[src/hw/rtl/rsa_pkg.sv]
// Shared types, constants and operation codes of the reference-counted slot allocator.
package rsa_pkg;

    // Pool geometry
    localparam int NUM_SLOTS  = 2048;
    localparam int COUNT_BITS = 16;
    localparam int SLOT_W     = 11;
    localparam int SLOT_AW    = $clog2(NUM_SLOTS);
    localparam int ROW_W      = 32;
    localparam int ROW_IW     = $clog2(ROW_W);
    localparam int NUM_ROWS   = NUM_SLOTS / ROW_W;
    localparam int ROW_AW     = $clog2(NUM_ROWS);

    localparam logic [COUNT_BITS-1:0] COUNT_MAX = '1;
    localparam logic [COUNT_BITS-1:0] COUNT_ONE = COUNT_BITS'(1);

    // Operation codes
    localparam logic [1:0] FUNC_ALLOC = 2'd0;
    localparam logic [1:0] FUNC_GET   = 2'd1;
    localparam logic [1:0] FUNC_PUT   = 2'd2;

    // Status codes
    localparam logic [1:0] ST_OK         = 2'd0;
    localparam logic [1:0] ST_FULL       = 2'd1;
    localparam logic [1:0] ST_NOT_IN_USE = 2'd2;
    localparam logic [1:0] ST_SATURATED  = 2'd3;

    typedef struct packed {
        logic [1:0]        func;
        logic [SLOT_W-1:0] slot_index;
    } in_t;

    typedef struct packed {
        logic [SLOT_W-1:0] granted_slot;
        logic [1:0]        status;
        logic              released;
    } out_t;

    // Controller to datapath
    typedef struct packed {
        logic load;
        logic rd;
        logic upd;
    } cmd_t;

    // Datapath to controller
    typedef struct packed {
        logic out_free;
    } sts_t;

endpackage

[src/hw/rtl/rsa_ctrl.sv]
// Controller state machine: sequences accept, table read and update of one word.
module rsa_ctrl (
    input  logic          aclk,
    input  logic          aresetn,
    input  logic          s_valid,
    output logic          s_ready,
    input  rsa_pkg::sts_t sts,
    output rsa_pkg::cmd_t cmd
);

    typedef enum logic [1:0] {
        S_IDLE,
        S_READ,
        S_UPDATE
    } state_t;

    state_t state_reg, state_next;
    logic   ready_reg, ready_next;

    // Next state
    always_comb begin
        state_next = state_reg;
        ready_next = ready_reg;
        unique case (state_reg)
            S_IDLE: begin
                if (s_valid) begin
                    state_next = S_READ;
                    ready_next = 1'b0;
                end
            end
            S_READ: begin
                state_next = S_UPDATE;
            end
            S_UPDATE: begin
                if (sts.out_free) begin
                    state_next = S_IDLE;
                    ready_next = 1'b1;
                end
            end
            default: begin
                state_next = S_IDLE;
                ready_next = 1'b1;
            end
        endcase
    end

    // Hold state and registered ready
    always_ff @(posedge aclk) begin
        if (!aresetn) begin
            state_reg <= S_IDLE;
            ready_reg <= 1'b1;
        end else begin
            state_reg <= state_next;
            ready_reg <= ready_next;
        end
    end

    // Drive commands
    assign s_ready  = ready_reg;
    assign cmd.load = s_valid && ready_reg;
    assign cmd.rd   = (state_reg == S_READ);
    assign cmd.upd  = (state_reg == S_UPDATE) && sts.out_free;

    a_load_to_read: assert property (@(posedge aclk) disable iff (!aresetn)
        cmd.load |=> state_reg == S_READ)
        else $error("accepted word did not start a table read");

    a_read_to_update: assert property (@(posedge aclk) disable iff (!aresetn)
        state_reg == S_READ |=> state_reg == S_UPDATE && !ready_reg)
        else $error("table read not followed by update");

    a_upd_to_idle: assert property (@(posedge aclk) disable iff (!aresetn)
        cmd.upd |=> state_reg == S_IDLE && ready_reg)
        else $error("update did not return to idle");

endmodule

[config.mk]
export PLATFORM = sky130hd
export DESIGN_NAME = rsa_ctrl
export DESIGN_NICKNAME = d
export VERILOG_FILES = /design/src/hw/rtl/rsa_pkg.sv /design/src/hw/rtl/rsa_ctrl.sv
export SDC_FILE = /design/constraint.sdc
export NUM_CORES = 1
export LEC_CHECK = 0
export BUFFER_PORTS_ARGS = -buffer_cell sky130_fd_sc_hd__buf_2
export CORE_AREA = 2 2 39 41
export DETAILED_ROUTE_END_ITERATION = 7
export DIE_AREA = 0 0 41 43
export GPL_TIMING_DRIVEN = 0
export HOLD_SLACK_MARGIN = 0.15
export PLACE_DENSITY_LB_ADDON = 0.12
export RECOVER_POWER = 100
export SYNTH_ARGS = -nofsm -noshare
export SYNTH_HDL_FRONTEND = slang
export SYNTH_SLANG_ARGS = --single-unit
[constraint.sdc]
create_clock -name aclk -period 1 [get_ports aclk]
set_input_delay 0.1 -clock aclk [delete_from_list [all_inputs] [get_ports aclk]]
set_output_delay 0.1 -clock aclk [all_outputs]
set_load 0.02 [all_outputs]
==> impl_metrics.csv <==
group,metric,value,unit
run_status,status,"finished clean",
synthesis,synthXorXnorAreaFrac,0,
synthesis,mappedNetlistNets,19,
worst_setup_path,r2r-start,"s_ready",
timing,max_freq,1.02,GHz
synthesis,syn_inst,15,
pwr,seqPwrFrac,0.328,
timing,max_slew_margin,0.885,
cells_and_area,multi_input_area,86.3,µm²
worst_setup_path,timing.rr.end,"s_ready",
pwr,switching_share,0.240,
synthesis,synthMuxAreaShare,0,
synthesis,synth_area,149,µm²
die,die_area,0.00176,mm²
clocking,numCtsBuffers,3,
cells_and_area,seqCellArea,66.3,µm²
pwr,internal-power,322,µW
routing,drt-pass1-iter-count,2,
timing,setup_viol,0,
synthesis,syn_area_per_cell,9.93,µm²
global_routing,grtUsageTotal,0.0471,
timing,fin_setup_tns,0,ps
timing,rsz0062_at_grt,"yes",
min_path,hold_depth,3,
worst_setup_path,start_kind,"flip-flop",
worst_setup_path,arrival,880,ps
timing,skew,0.452,ps
synthesis,synth_top_family_by_area,"simple AND/OR/NAND/NOR gates",
synthesis,synth-compound-area-share,0.118,
synthesis,synth_area_leaders,"dfxtp_1 (40%), nor3b_2 (8.4%), and3b_1 (5.9%), nand2b_2 (5.9%), nor2b_2 (5.9%)",
worst_setup_path,cp-end-kind,"primary output",
timing,slew_viol_final,0,
worst_setup_path,r2r_slack,150,ps
min_path,min_from,"sts",
global_routing,antenna_found_initial,0,
flow_run,drv_cap,0,
cells_and_area,final_area,274,µm²
pwr,pwr-share-clk,0.489,
global_routing,gr-total-overflow,0,
clocking,cts_root_buffer,"clkbuf_4",
synthesis,ys_warn_count,0,
die,core_area,0.00138,mm²
clocking,clk_pin_slew_worst_paths,30,ps
synthesis,ys_async_sr_fraction,0,
routing,drtIter0Drc,4,
routing,wl,326,µm
synthesis,yosysTopAreaCellShare,0.403,
synthesis,synth_seq_cells,3,
clocking,worstSkewPairLatency,230,ps
timing,tightest_slew,173,ps
worst_setup_path,critPathMaxFanout,4,
cells_and_area,largest_reg_flops,2,
min_path,hp-class,"primary input to flip-flop",
die,rows,14,
worst_setup_path,reg2reg_depth,3,
global_routing,grt_pass1_vias,130,
die,io_pins,8,
cells_and_area,antenna_cells,0,
clocking,htreeDepth,1,
die,start_util,0.108,
die,die_w,41,µm
placement,port_buffers,7,
cells_and_area,fill_cells,170,
clocking,cts.sinks,3,
pwr,comb_power_share,0.183,
pwr,power,424,µW
routing,route.vias.total,149,
synthesis,synth_top_cell_by_area,"dfxtp_1",
timing,hold_viol_final,0,
synthesis,ys_types,13,
synthesis,yosysSeqAreaShare,0.403,
worst_setup_path,critPathKind,"flip-flop to primary output",
min_path,whs_endpoint,"state_reg[1]",
synthesis,yosysMostFrequentCell,"dfxtp_1",
global_routing,grt_pass1_wl,462,µm
synthesis,synth_fa_ha_area_frac,0,
die,die_y,43,µm
routing,drt.antenna.violating_nets,0,
routing,wl_per_cell,7.41,µm
cells_and_area,area_growth_syn_to_layout,84.0,%
cells_and_area,fin_nets,33,
timing,post-route-period-util,0.980,
clocking,clk_path_buf_depth,2,
placement,dp.cells,38,
cells_and_area,drive_gt1_frac,0.643,
synthesis,synth_edf_count,0,
cells_and_area,instances_no_fill,44,
routing,drc_errors,0,
placement,post-dp-hpwl,251,µm
pwr,ir_drop,297,µV
synthesis,synth-simple-area-share,0.429,
global_routing,grt_max_degree,6,
worst_setup_path,required,900,ps
timing,min_period,980,ps
pwr,leakage,0.000119,µW
timing,hold_slack,203,ps
placement,place_area,204,µm²
synthesis,synth_ff_type,"dfxtp_1",
pwr,p_per_area,1550,mW/mm²
routing,routed_via_density,3.39,
pwr,switching_power,102,µW
placement,globalplace.congestion,0.589,
clocking,cts_tree,"built",
==> critical path, stage by stage (launching register included) <==
cell     delay, ps
dfxtp_2        320
and3b_1        220
buf_6          120
==> cell type report <==
cell class	instances	share of cell area
multi-input combinational	11	0.315
timing repair buffer	10	0.274
sequential	3	0.242
clock buffer	4	0.0959
tap	16	0.0731
==> layout by cell type (no fill, tap or decap), drive strengths merged <==
cell         count
nor3b            2
dlygate4sd3      2
nor2b            1
or2              1
buf              8
o21a             1
o21ai            1
dfxtp            3
nand2b           1
a21oi            1
clkbuf           4
and2             1
and3b            1
nor2             1
==> worst max path at each step <==
stage                             from  endpoint  slack, ps
after floorplan                s_ready   s_ready         90
after global placement    state_reg[0]    cmd[1]         70
after detailed placement  state_reg[0]    cmd[1]         90
after CTS                 state_reg[0]    cmd[0]          2
after global routing      state_reg[0]    cmd[0]        -20
final                     state_reg[0]    cmd[0]         20
==> per-layer routing <==
layer	up-vias	global-route usage	wire (µm)
met1	68	0.0417	118
met3	0	0.0471	48
met2	6	0.0500	159
met5	-	0	0
met4	0	0.0600	0
li1	75	-	-
==> power groups by stage <==
| stage | logic, µW | registers (µW) | clock network (µW) |
|---|---|---|---|
| 2_1_floorplan | 37.8 | 144 | 0 |
| 3_3_place_gp | 64.6 | 141 | 0 |
| 3_5_place_dp | 63.9 | 141 | 0 |
| 4_1_cts | 78.2 | 140 | 223 |
| 5_1_grt | 84.1 | 141 | 233 |
| 6_report | 77.8 | 139 | 207 |
==> kinds of logic after synthesis <==
group / Yosys count
buffers and inverters: 1
flip-flops: 3
AND/OR/NAND/NOR: 8
AO/OA/AOI/OAI: 3
==> what timing repair did <==
action,CTS,global route
endpoints found under the hold margin,3,0
resized for setup,6,3
setup buffers,1,0
hold buffers,2,0
endpoints found under the setup margin,2,2
==> stage by stage <==
stage	setup slack, ps	util
floorplan	91.6	-
global placement	73.6	0.147
detailed placement	86.0	0.147
CTS	1.60	0.193
global route	-17.9	0.198
finish	19.6	0.198
Power figures use the tool's default switching activity.
